[src/hdl/urfpc_pkg.sv]
`default_nettype none

package urfpc_pkg;

    // Default depth of the receive byte ring (holds one byte fewer)
    localparam int FIFO_DEPTH_DEF = 16;

    // Depths of the internal queues
    localparam int CMD_Q_DEPTH = 2;
    localparam int RES_Q_DEPTH = 4;
    localparam int RES_CNT_W   = $clog2(RES_Q_DEPTH + 1);

    // Configuration register indexes
    localparam logic CFG_PARITY_ENABLE = 1'b0;
    localparam logic CFG_PARITY_SENSE  = 1'b1;

    typedef enum logic [1:0] {
        MODE_RX    = 2'd0,
        MODE_RD    = 2'd1,
        MODE_FLUSH = 2'd2,
        MODE_TX    = 2'd3
    } mode_t;

    // Buffer status codes
    localparam logic [1:0] BSTAT_OK    = 2'd0;
    localparam logic [1:0] BSTAT_FULL  = 2'd1;
    localparam logic [1:0] BSTAT_EMPTY = 2'd2;

    // Stored receive error codes
    localparam logic [1:0] ERR_NONE   = 2'd0;
    localparam logic [1:0] ERR_FULL   = 2'd1;
    localparam logic [1:0] ERR_PARITY = 2'd2;

    // Classified command handed from front to back
    typedef struct packed {
        mode_t      mode;
        logic [7:0] data;
        logic       par_bit;   // fold(data) ^ sense
        logic       par_err;   // receive parity check failed
    } cmd_t;

    // One result transaction
    typedef struct packed {
        logic [7:0] read_data;
        logic [1:0] buffer_status;
        logic [1:0] rx_error;
        logic       data_available;
        logic [8:0] tx_word;
    } res_t;

    // XOR fold of a byte
    function automatic logic fold_parity(input logic [7:0] b);
        return ^b;
    endfunction

endpackage

`default_nettype wire

[src/hdl/uart_rx_fifo_parity_check_top.sv]
// UART receive byte ring with ninth-bit parity check and transmit encoder.
// Input channel: a transaction (mode, data_byte, ninth_bit) is taken on a
// rising edge with push high and full low. Modes: receive byte, read byte,
// flush, encode transmit word.
// Result channel: while empty is low the oldest result sits on read_data,
// buffer_status, rx_error, data_available and tx_word; pop takes it.
// Every input transaction yields exactly one result, in order.
// A result passes the command queue, result stage and result queue in turn.
// Throughput: one transaction per cycle unless stalled, set by the single
// ring write or read port in the back end; a 2-entry command queue and a
// 4-entry result queue let either side stall without stalling the other.
// If the receiver stops popping, the result queue fills, the back end stops
// issuing, the command queue fills and full rises.
// Configuration: cfg_we/cfg_index/cfg_data write parity_enable (index 0)
// and parity_sense (index 1); the user must write only while the block is
// idle (not enforced). Reset (rst_n low, async): ring empty, error cleared,
// parity disabled, even sense. Ring contents are not cleared.
`default_nettype none

module uart_rx_fifo_parity_check_top #(
    parameter int FIFO_DEPTH = urfpc_pkg::FIFO_DEPTH_DEF
) (
    input  wire logic        clk,
    input  wire logic        rst_n,
    input  wire logic        cfg_we,
    input  wire logic        cfg_index,
    input  wire logic        cfg_data,
    input  wire logic        push,
    output logic             full,
    input  wire logic [1:0]  mode,
    input  wire logic [7:0]  data_byte,
    input  wire logic        ninth_bit,
    output logic             empty,
    input  wire logic        pop,
    output logic [7:0]       read_data,
    output logic [1:0]       buffer_status,
    output logic [1:0]       rx_error,
    output logic             data_available,
    output logic [8:0]       tx_word
);

    import urfpc_pkg::*;

    cmd_t                         front_cmd;
    logic [$bits(cmd_t)-1:0]      cmdq_out;
    logic                         cmdq_empty;
    logic [$clog2(CMD_Q_DEPTH+1)-1:0] cmdq_count;
    logic                         cmd_pop;
    logic                         res_push;
    res_t                         back_res;
    logic [$bits(res_t)-1:0]      resq_out;
    logic                         resq_full;
    logic [RES_CNT_W-1:0]         resq_count;
    res_t                         out_res;

    // Front end: config and classification
    urfpc_front u_front (
        .clk       (clk),
        .rst_n     (rst_n),
        .cfg_we    (cfg_we),
        .cfg_index (cfg_index),
        .cfg_data  (cfg_data),
        .mode      (mode),
        .data_byte (data_byte),
        .ninth_bit (ninth_bit),
        .cmd       (front_cmd)
    );

    // Command queue between front and back
    urfpc_queue #(
        .WIDTH ($bits(cmd_t)),
        .DEPTH (CMD_Q_DEPTH)
    ) u_cmd_q (
        .clk      (clk),
        .rst_n    (rst_n),
        .push     (push),
        .data_in  (front_cmd),
        .full     (full),
        .pop      (cmd_pop),
        .data_out (cmdq_out),
        .empty    (cmdq_empty),
        .count    (cmdq_count)
    );

    // Back end: ring, pointers, error status
    urfpc_back #(
        .FIFO_DEPTH (FIFO_DEPTH)
    ) u_back (
        .clk       (clk),
        .rst_n     (rst_n),
        .cmd_valid (!cmdq_empty && (cmdq_count != '0)),
        .cmd       (cmd_t'(cmdq_out)),
        .cmd_pop   (cmd_pop),
        .res_count (resq_count),
        .res_push  (res_push),
        .res       (back_res)
    );

    // Result queue toward the receiver
    urfpc_queue #(
        .WIDTH ($bits(res_t)),
        .DEPTH (RES_Q_DEPTH)
    ) u_res_q (
        .clk      (clk),
        .rst_n    (rst_n),
        .push     (res_push),
        .data_in  (back_res),
        .full     (resq_full),
        .pop      (pop),
        .data_out (resq_out),
        .empty    (empty),
        .count    (resq_count)
    );

    assign out_res        = res_t'(resq_out);
    assign read_data      = out_res.read_data;
    assign buffer_status  = out_res.buffer_status;
    assign rx_error       = out_res.rx_error;
    assign data_available = out_res.data_available;
    assign tx_word        = resq_full ? out_res.tx_word : out_res.tx_word;

endmodule

`default_nettype wire

[src/hdl/urfpc_queue.sv]
`default_nettype none

module urfpc_queue #(
    parameter int WIDTH = 8,
    parameter int DEPTH = 2
) (
    input  wire logic                         clk,
    input  wire logic                         rst_n,
    input  wire logic                         push,
    input  wire logic [WIDTH-1:0]             data_in,
    output logic                              full,
    input  wire logic                         pop,
    output logic [WIDTH-1:0]                  data_out,
    output logic                              empty,
    output logic [$clog2(DEPTH+1)-1:0]        count
);

    localparam int IDX_W = $clog2(DEPTH);
    localparam int CNT_W = $clog2(DEPTH + 1);

    logic [WIDTH-1:0] store [DEPTH];
    logic [IDX_W-1:0] head_reg, head_next;
    logic [IDX_W-1:0] tail_reg, tail_next;
    logic [CNT_W-1:0] count_reg, count_next;
    logic             push_ok, pop_ok;

    assign full     = (count_reg == CNT_W'(DEPTH));
    assign empty    = (count_reg == '0);
    assign count    = count_reg;
    assign data_out = store[head_reg];
    assign push_ok  = push && !full;
    assign pop_ok   = pop && !empty;

    // Pointer and occupancy update
    always_comb
    begin
        head_next  = head_reg;
        tail_next  = tail_reg;
        count_next = count_reg;
        if (push_ok)
        begin
            tail_next = (tail_reg == IDX_W'(DEPTH - 1)) ? '0 : tail_reg + 1'b1;
        end
        if (pop_ok)
        begin
            head_next = (head_reg == IDX_W'(DEPTH - 1)) ? '0 : head_reg + 1'b1;
        end
        case ({push_ok, pop_ok})
            2'b10:   count_next = count_reg + 1'b1;
            2'b01:   count_next = count_reg - 1'b1;
            default: count_next = count_reg;
        endcase
    end

    always_ff @(posedge clk or negedge rst_n)
    begin
        if (!rst_n)
        begin
            head_reg  <= '0;
            tail_reg  <= '0;
            count_reg <= '0;
        end
        else
        begin
            head_reg  <= head_next;
            tail_reg  <= tail_next;
            count_reg <= count_next;
        end
    end

    // Entry storage
    always_ff @(posedge clk)
    begin
        if (push_ok)
        begin
            store[tail_reg] <= data_in;
        end
    end

endmodule

`default_nettype wire

[src/hdl/urfpc_front.sv]
`default_nettype none

module urfpc_front (
    input  wire logic        clk,
    input  wire logic        rst_n,
    input  wire logic        cfg_we,
    input  wire logic        cfg_index,
    input  wire logic        cfg_data,
    input  wire logic [1:0]  mode,
    input  wire logic [7:0]  data_byte,
    input  wire logic        ninth_bit,
    output urfpc_pkg::cmd_t  cmd
);

    import urfpc_pkg::*;

    logic parity_enable_reg;
    logic parity_sense_reg;
    logic par_bit;

    // Configuration registers
    always_ff @(posedge clk or negedge rst_n)
    begin
        if (!rst_n)
        begin
            parity_enable_reg <= 1'b0;
            parity_sense_reg  <= 1'b0;
        end
        else if (cfg_we)
        begin
            case (cfg_index)
                CFG_PARITY_ENABLE: parity_enable_reg <= cfg_data;
                CFG_PARITY_SENSE:  parity_sense_reg  <= cfg_data;
                default:           parity_enable_reg <= parity_enable_reg;
            endcase
        end
    end

    // Classify: parity bit for both receive check and transmit encode
    assign par_bit     = fold_parity(data_byte) ^ parity_sense_reg;
    assign cmd.mode    = mode_t'(mode);
    assign cmd.data    = data_byte;
    assign cmd.par_bit = par_bit;
    assign cmd.par_err = parity_enable_reg && (par_bit != ninth_bit);

endmodule

`default_nettype wire

[src/hdl/urfpc_back.sv]
`default_nettype none

module urfpc_back #(
    parameter int FIFO_DEPTH = urfpc_pkg::FIFO_DEPTH_DEF
) (
    input  wire logic                             clk,
    input  wire logic                             rst_n,
    input  wire logic                             cmd_valid,
    input  wire urfpc_pkg::cmd_t                  cmd,
    output logic                                  cmd_pop,
    input  wire logic [urfpc_pkg::RES_CNT_W-1:0]  res_count,
    output logic                                  res_push,
    output urfpc_pkg::res_t                       res
);

    import urfpc_pkg::*;

    localparam int PTR_W = $clog2(FIFO_DEPTH);
    localparam logic [PTR_W-1:0] PTR_LAST = PTR_W'(FIFO_DEPTH - 1);

    logic [7:0]       ring [FIFO_DEPTH];
    logic [PTR_W-1:0] wp_reg, wp_next;
    logic [PTR_W-1:0] rp_reg, rp_next;
    logic [1:0]       err_reg, err_next;
    logic [PTR_W-1:0] wp_inc, rp_inc;
    logic             go;
    logic             ring_we, ring_re;
    logic [7:0]       rd_reg;

    // Result stage
    logic             s1_valid_reg;
    logic             s1_pop_reg, s1_pop_next;
    logic [1:0]       s1_bstat_reg, s1_bstat_next;
    logic [1:0]       s1_err_reg;
    logic             s1_avail_reg;
    logic [8:0]       s1_tx_reg, s1_tx_next;

    // Issue only with room for this and the in-flight result downstream
    assign go = cmd_valid &&
                (({1'b0, res_count} + {{RES_CNT_W{1'b0}}, s1_valid_reg})
                 < (RES_CNT_W + 1)'(RES_Q_DEPTH));
    assign cmd_pop = go;

    assign wp_inc = (wp_reg == PTR_LAST) ? '0 : wp_reg + 1'b1;
    assign rp_inc = (rp_reg == PTR_LAST) ? '0 : rp_reg + 1'b1;

    // Command execution against the ring
    always_comb
    begin
        wp_next       = wp_reg;
        rp_next       = rp_reg;
        err_next      = err_reg;
        ring_we       = 1'b0;
        ring_re       = 1'b0;
        s1_pop_next   = 1'b0;
        s1_bstat_next = BSTAT_OK;
        s1_tx_next    = '0;
        if (go)
        begin
            case (cmd.mode)
                MODE_RX:
                begin
                    if (wp_inc == rp_reg)
                    begin
                        s1_bstat_next = BSTAT_FULL;
                        err_next      = ERR_FULL;
                    end
                    else
                    begin
                        ring_we  = 1'b1;
                        wp_next  = wp_inc;
                        err_next = ERR_NONE;
                    end
                    if (cmd.par_err)
                    begin
                        err_next = ERR_PARITY;
                    end
                end
                MODE_RD:
                begin
                    if (wp_reg == rp_reg)
                    begin
                        s1_bstat_next = BSTAT_EMPTY;
                    end
                    else
                    begin
                        ring_re     = 1'b1;
                        s1_pop_next = 1'b1;
                        rp_next     = rp_inc;
                    end
                end
                MODE_FLUSH:
                begin
                    wp_next  = '0;
                    rp_next  = '0;
                    err_next = ERR_NONE;
                end
                MODE_TX:
                begin
                    s1_tx_next = {cmd.par_bit, cmd.data};
                end
                default:
                begin
                    s1_tx_next = '0;
                end
            endcase
        end
    end

    // Control state
    always_ff @(posedge clk or negedge rst_n)
    begin
        if (!rst_n)
        begin
            wp_reg       <= '0;
            rp_reg       <= '0;
            err_reg      <= ERR_NONE;
            s1_valid_reg <= 1'b0;
        end
        else
        begin
            wp_reg       <= wp_next;
            rp_reg       <= rp_next;
            err_reg      <= err_next;
            s1_valid_reg <= go;
        end
    end

    // Result payload
    always_ff @(posedge clk)
    begin
        if (go)
        begin
            s1_pop_reg   <= s1_pop_next;
            s1_bstat_reg <= s1_bstat_next;
            s1_err_reg   <= err_next;
            s1_avail_reg <= (wp_next != rp_next);
            s1_tx_reg    <= s1_tx_next;
        end
    end

    // Byte ring, registered read
    always_ff @(posedge clk)
    begin
        if (ring_we)
        begin
            ring[wp_reg] <= cmd.data;
        end
        if (ring_re)
        begin
            rd_reg <= ring[rp_reg];
        end
    end

    assign res_push           = s1_valid_reg;
    assign res.read_data      = s1_pop_reg ? rd_reg : 8'd0;
    assign res.buffer_status  = s1_bstat_reg;
    assign res.rx_error       = s1_err_reg;
    assign res.data_available = s1_avail_reg;
    assign res.tx_word        = s1_tx_reg;

endmodule

`default_nettype wire
[config.mk]
export PLATFORM = sky130hd
export DESIGN_NAME = uart_rx_fifo_parity_check_top
export DESIGN_NICKNAME = d
export VERILOG_FILES = /design/src/hdl/urfpc_pkg.sv /design/src/hdl/uart_rx_fifo_parity_check_top.sv /design/src/hdl/urfpc_queue.sv /design/src/hdl/urfpc_front.sv /design/src/hdl/urfpc_back.sv
export SDC_FILE = /design/constraint.sdc
export NUM_CORES = 1
export LEC_CHECK = 0
export ABC_CLOCK_PERIOD_IN_PS = 5000
export BUFFER_PORTS_ARGS = -buffer_cell sky130_fd_sc_hd__buf_2
export CAP_MARGIN = 5
export CELL_PAD_IN_SITES_DETAIL_PLACEMENT = 1
export CELL_PAD_IN_SITES_GLOBAL_PLACEMENT = 1
export CORE_AREA = 4 4 145 147
export DETAILED_ROUTE_END_ITERATION = 6
export DIE_AREA = 0 0 149 151
export PLACE_DENSITY = 0.8
export SLEW_MARGIN = 20
export SYNTH_ARGS = -nofsm -noshare
export SYNTH_HDL_FRONTEND = slang
export SYNTH_SLANG_ARGS = --single-unit
[constraint.sdc]
create_clock -name clk -period 5 [get_ports clk]
set_input_delay 0.5 -clock clk [delete_from_list [all_inputs] [get_ports clk]]
set_output_delay 0.5 -clock clk [all_outputs]
set_load 0.02 [all_outputs]
Word level (Yosys, flattened, before mapping)
Memories as Yosys holds them, arrays and structs flattened. A register that Yosys moved wholly into a read port is not among the register bits.
Cells that the tools add are included.

cells by class
  equality and inequality tests = 17
  muxes and demuxes = 33
  magnitude comparators = 1
  add/subtract/negate cells = 11
  reductions and logical operators = 20
  bitwise operators = 2

operators by type and width
  cell                 number
  $mux 4               6
  $pmux 4 s2           2
  $mux 1               15
  $eq 2x2->1 const B   7
  $pmux 2 s2           3
  $mux 2               5
  $add 4x1->4 const B  2
  $eq 4x4->1           2
  $eq 4x4->1 const B   2
  $mux 8               1
  $reduce_xor 8->1     1
  $logic_and 1x1->1    7
  $add 2x1->2 const B  3
  $eq 2x1->1 const B   3
  $pmux 3 s2           1
  $reduce_bool 2->1    3
  $add 3x1->4          1
  $logic_not 1->1      4
  $logic_not 2->1      2
  $lt 4x3->1 const B   1
  $ne 4x4->1           1
  $reduce_and 2->1     2
  $add 3x1->3 const B  1
  $eq 3x3->1 const B   1
  other kinds (7)      8

storage, ports and cells
  memory bits (writable) = 240
  register bits = 39
  logic and storage cells = 104
  input port bits = 18
  memories = 3

memories
  memory         words  bits a word  rd ports  clocked after Yosys merged registers in  write ports  RTL line           source
  u_back.ring    16     8            1         1                                        1            urfpc_back.sv:21   logic [7:0] ring [FIFO_DEPTH];
  u_res_q.store  4      22           1         0                                        1            urfpc_queue.sv:21  logic [WIDTH-1:0] store [DEPTH];
  u_cmd_q.store  2      12           1         0                                        1            urfpc_queue.sv:21

Depth between registers and ports, before layout
  depth in word-level cells = 8
  gate-level depth with buffers = 10
  gate-level depth less buffers = 9

Cells and area by module
From an unflattened synthesis, not the netlist that was laid out.

second synthesis, totals
  cell total of the unflattened synthesis = 589
  area total of the unflattened synthesis = 11741.3 um^2

by module, submodules not included
  module                         times used  area an instance (um^2)  cells an instance
  urfpc_back                     1           6710.2                   351
  urfpc_queue (u_res_q)          1           3661.0                   155
  urfpc_queue (u_cmd_q)          1           1063.5                   55
  urfpc_front                    1           296.5                    27
  uart_rx_fifo_parity_check_top  1           10.0                     1

Least setup slack after synthesis
Ideal clock, no wire load.

  path kind = register -> register
  start point = reg u_cmd_q.head_reg
  end point = reg u_back.s1_avail_reg (data pin)
  library setup time = 0.272 ns
  required time = 4.728 ns
  period minus slack after synthesis = 2.698 ns
  arrival = 2.427 ns
  slack = 2.302 ns
  cell stages (with the launch flop) = 10
  path buffers = 2
  cell sequence = dfrtp_1 -> buf_1 -> mux2i_1 -> ha_1 -> buf_2 -> nand3_1 -> o21ai_1 -> a32o_1 -> xor2_1 -> or4_1

on the way
  cells in the longest elaborated chain, start to end = 5
  elaborated cells between the ends (all ways) = 9
  classes of those cells = eq/ne (3); mux (4); reduce/logical (1); memory (1)

RTL lines
  what                                           RTL line           source
  start: declaration                             urfpc_queue.sv:22  logic [IDX_W-1:0] head_reg, head_next;
  start signal: assignment                       urfpc_queue.sv:65  head_reg <= head_next;
  $mem_v2 2x12 *                                 -
  $eq 2x2->1 or $logic_not 2->1 (tied branches)  urfpc_back.sv:60   case (cmd.mode)
  $pmux 4 s2 *                                   urfpc_back.sv:60
  $mux 4 *                                       urfpc_back.sv:58   if (go)
  net u_back.wp_next[1]                          urfpc_back.sv:22   logic [PTR_W-1:0] wp_reg, wp_next;
  $ne 4x4->1 *                                   urfpc_back.sv:137  s1_avail_reg <= (wp_next != rp_next);
  end signal: assignment                         urfpc_back.sv:137
  end: declaration                               urfpc_back.sv:35   logic s1_avail_reg;

Mark *: on every way through the listed nets, which the timed path passes. The rest lies on a longest branch.
A chain may end at the register's enable or synchronous reset.

Worst setup path in the final report
  start point = reg u_back.wp_reg[0]
  end point = mem u_back.ring[7][0] (enable)

on the way
  cells in the longest elaborated chain, start to end = 8
  elaborated cells between the ends (all ways) = 9
  classes of those cells = add/sub (1); eq/ne (2); mux (6)

RTL lines
  what                                       RTL line           source
  start: declaration                         urfpc_back.sv:22
  start signal: assignment                   urfpc_back.sv:122  wp_reg <= wp_next;
  $add 4x1->4 or $eq 4x4->1 (tied branches)  urfpc_back.sv:44   assign wp_inc = (wp_reg == PTR_LAST) ? '0 : wp_reg + 1'b1;
  $mux 4                                     urfpc_back.sv:44
  $eq 4x4->1                                 urfpc_back.sv:63   if (wp_inc == rp_reg)
  $mux 1                                     urfpc_back.sv:63
  $mux 1                                     urfpc_back.sv:60
  $mux 1                                     urfpc_back.sv:58
  $mux 1                                     urfpc_back.sv:145  if (ring_we)
  $mux 1 (implied by the code)               urfpc_back.sv:147  ring[wp_reg] <= cmd.data;
  end: declaration                           urfpc_back.sv:21

Several ways; a longest one is shown, not always the timed one.

==> summary.md <==
| Metric | Value |
|---|---|
| Status | finished clean |
| #FFs+latches synth | between 200 and 300 |
| DPL Wire Length | 14400 um |
| Post-Syn Nets | between 500 and 600 |
| Wirelength per Cell | approximately 25 um |
| Syn. warnings | 0 |
| Critical Path Source Type | flip-flop |
| Via/cell ratio | about 5.8 |
| Filler Cell Count | around 1700 |
| Htree depth | 1 |
| Max-Slew Margin vs Limit | between 20% and 30% |
| CTS tree | yes |
| Largest registers | u_back.ring x128, u_res_q.store x88, u_cmd_q.store x24 |
| Sequential fraction of the synthesis area | between 70% and 80% |
| Design Area, Final | roughly 13000 sq um |
| Worst-Skew Late Latency | around 540 ps |
| Post-synth cell types | 40 |
| DRT Pass-1 Iters | 4 |
| Max Fclk | 0.315 GHz |
| Max_cap viols | 0 |
| Critical path, cell by cell | ha_1, a21oi_1, o22a_1, xor2_1, nand3b_4, nand4_1, nor2_1 |
| Syn Inst Count | 559 |
| Crit path DAT | around 3300 ps |
| Commonest non-fill, non-tap cell in the layout | edfxtp_1 |
| Clock Sinks | 287 |
| Total power | between 7 and 8 mW |
| Routability Congestion | around 0.84 |
| Top FF cell, synth | edfxtp_1 |
| I/O Pins | 42 |
| DR iter-0 viols | 451 |
| VDD IR-drop max | around 0.37 mV |
| CORE AREA | 19900 sq um |
| Initial antenna violation count | 1 |
| Initial Util | 56.9% |
| Largest Register | u_back.ring |
| Overflow after GRT | 0 |
| Period utilization | 63.5% |
| CP bufs+invs | 0 |
| Remaining DRCs | 0 |
| Required @ worst endpoint | slightly above 5000 ps |
| Post-layout min period | ~3200 ps |
| RSZ-0062 raised after global routing | no |
| Final Setup Violations | 0 |
| Total GRT Usage | 20.8% |
| Setup TNS Final | 0 ps |
| Average size of a mapped cell | about 20 sq um |
| Layout Area Growth over Synthesis | 12.3% |
| Share of layout cells above drive strength 1 | roughly a quarter |
| Detailed Route WL | around 22000 um |
| Post-route ant nets | 0 |
| Asr flop ratio synth | 8.36% |
| Cells after DPL | ~860 |
| Die ar. | 22500 sq um |
| Nets@finish | 651 |
| Crit. End Element | flip-flop |
| WS Path Type | reg2reg |
| DIE HEIGHT | 151 um |
| Die extent in x | ~150 um |
| Clk buf depth | 3 |
| Final Hold Vio Count | 0 |
| Min-delay worst type | in2reg |
| Max FFs per register | 128 |
| Slowest cell on crit path | nor2_1 |
| Final std cells w/o fill | 907 |
| Actual slew at the worst max-slew pin | about 1100 ps |
| Clock Tree Root | clkbuf_16 |
| Placed cell area | ~12000 sq um |
| Synthesized area | 11300 sq um |
| Final design utilization | roughly 64% |
| Vias in the first global route | between 5000 and 6000 |
| CTS clk-pin slew, worst paths | about 60 ps |
| Critical Path Fanout Max | 8 |
| Global-route wire length before repair | between 30000 and 40000 um |
| CP delay by family, top | simple AND/OR/NAND/NOR gates |
| Lkg Pwr | ~4.3 nW |
| Buffers on Ports | 41 |
| Setup Buffers After CTS | 0 |
| Rows | between 50 and 60 |
| Via count | around 5300 |
| Worst path max stage delay | a little over 800 ps |
| CTS buffer count | 29 |
| Worst Skew | between 15 and 20 ps |
| Number of synthesized flops with an enable pin | 263 |
| Largest net degree at the start of global routing | 30 |
| Most frequent cells in the layout | edfxtp_1, mux4_2, buf_2 |
| Diode count | 0 |
| PwrDens | ~590 nW/um^2 |
| Final Slew Violations | 0 |
## routing by layer
| metal | track usage [%] | vias up | part of all wire, % |
|---|---|---|---|
| li1 | - | 2348 | - |
| met3 | 3.23 | 31 | 6.5 |
| met2 | 35.4 | 155 | 51 |
| met5 | 0 | - | 0 |
| met1 | 29.3 | 2748 | 41 |
| met4 | 4.44 | 0 | 1.7 |
## cells in the mapped netlist, types with 2 or more instances
cell / instances / area [sq um]
nor3_1: 6 / 30.0
mux4_2: 62 / 1400
nand4_1: 5 / 31.3
ha_1: 15 / 188
xor2_1: 13 / 114
a32o_1: 4 / 40.0
buf_2: 8 / 40.0
mux2_2: 12 / 135
dfrtp_1: 24 / 601
mux2i_1: 3 / 30.0
inv_1: 16 / 60.1
nor2b_1: 2 / 12.5
and3_1: 4 / 25.0
xnor2_1: 15 / 131
nand2_1: 12 / 45.0
nand3_1: 6 / 30.0
clkbuf_1: 8 / 30.0
a21oi_1: 3 / 15.0
nand2b_1: 6 / 37.5
buf_1: 3 / 11.3
nor2_1: 20 / 75.1
a31oi_1: 2 / 12.5
edfxtp_1: 263 / 7900
and2_1: 23 / 144
o21ai_0: 9 / 45.0
## path summary, 6_finish.rpt
path	startpoint	endpoint	slack, ps	cells past startpoint
max	u_back.wp_reg[0]$_DFF_PN0_	u_back.ring[7][0]$_DFFE_PP_	1830	7
min	mode[0]	u_cmd_q.store[1][10]$_DFFE_PP_	160	1
max reg2reg	u_back.wp_reg[0]$_DFF_PN0_	u_back.ring[7][0]$_DFFE_PP_	1830	7
min reg2reg	u_cmd_q.tail_reg$_DFFE_PN0P_	u_cmd_q.tail_reg$_DFFE_PN0P_	490	1
max in group asynchronous	rst_n	u_back.rp_reg[0]$_DFF_PN0_	4080	2
min in group asynchronous	rst_n	u_front.parity_sense_reg$_DFFE_PN0P_	510	2
## where the power goes
group / switching (mW) / internal (mW) / leakage, nW / total, mW
Combinational: 1.15 / 0.765 / 1.17 / 1.91
Sequential: 0.275 / 3.30 / 2.71 / 3.57
Clock: 0.837 / 1.15 / 0.425 / 1.99
## stage by stage
stage	hold WS (ps)	setup WS, ps
after floorplan	204	2300
after global placement	451	1940
after detailed placement	465	1650
after CTS	145	1660
after global routing	145	1680
final	165	1830
## cell families after synthesis
kind of cell	Yosys count	synth area share (%)
fa+ha+maj	16	1.83
xor+xnor	29	2.37
buf+inv	36	1.35
compound gates	26	1.55
mux	77	13.8
flops	287	75.0
simple gates	88	4.16
## layout make-up
cell class	instances	area, sq um	share of cell area, %
sequential	287	8500	66.8
multi-input combinational	236	2710	21.3
tap	270	338	2.65
inverter	16	60.1	0.472
clock buffer	34	744	5.85
timing repair buffer	47	253	1.99
clock inverter	17	126	0.993
## what timing repair did
action	CTS	global route
hold endpoints to repair	24	0
gates resized for setup	0	0
hold buffers	1	0
Note: power is estimated with default switching activity, not from simulation.
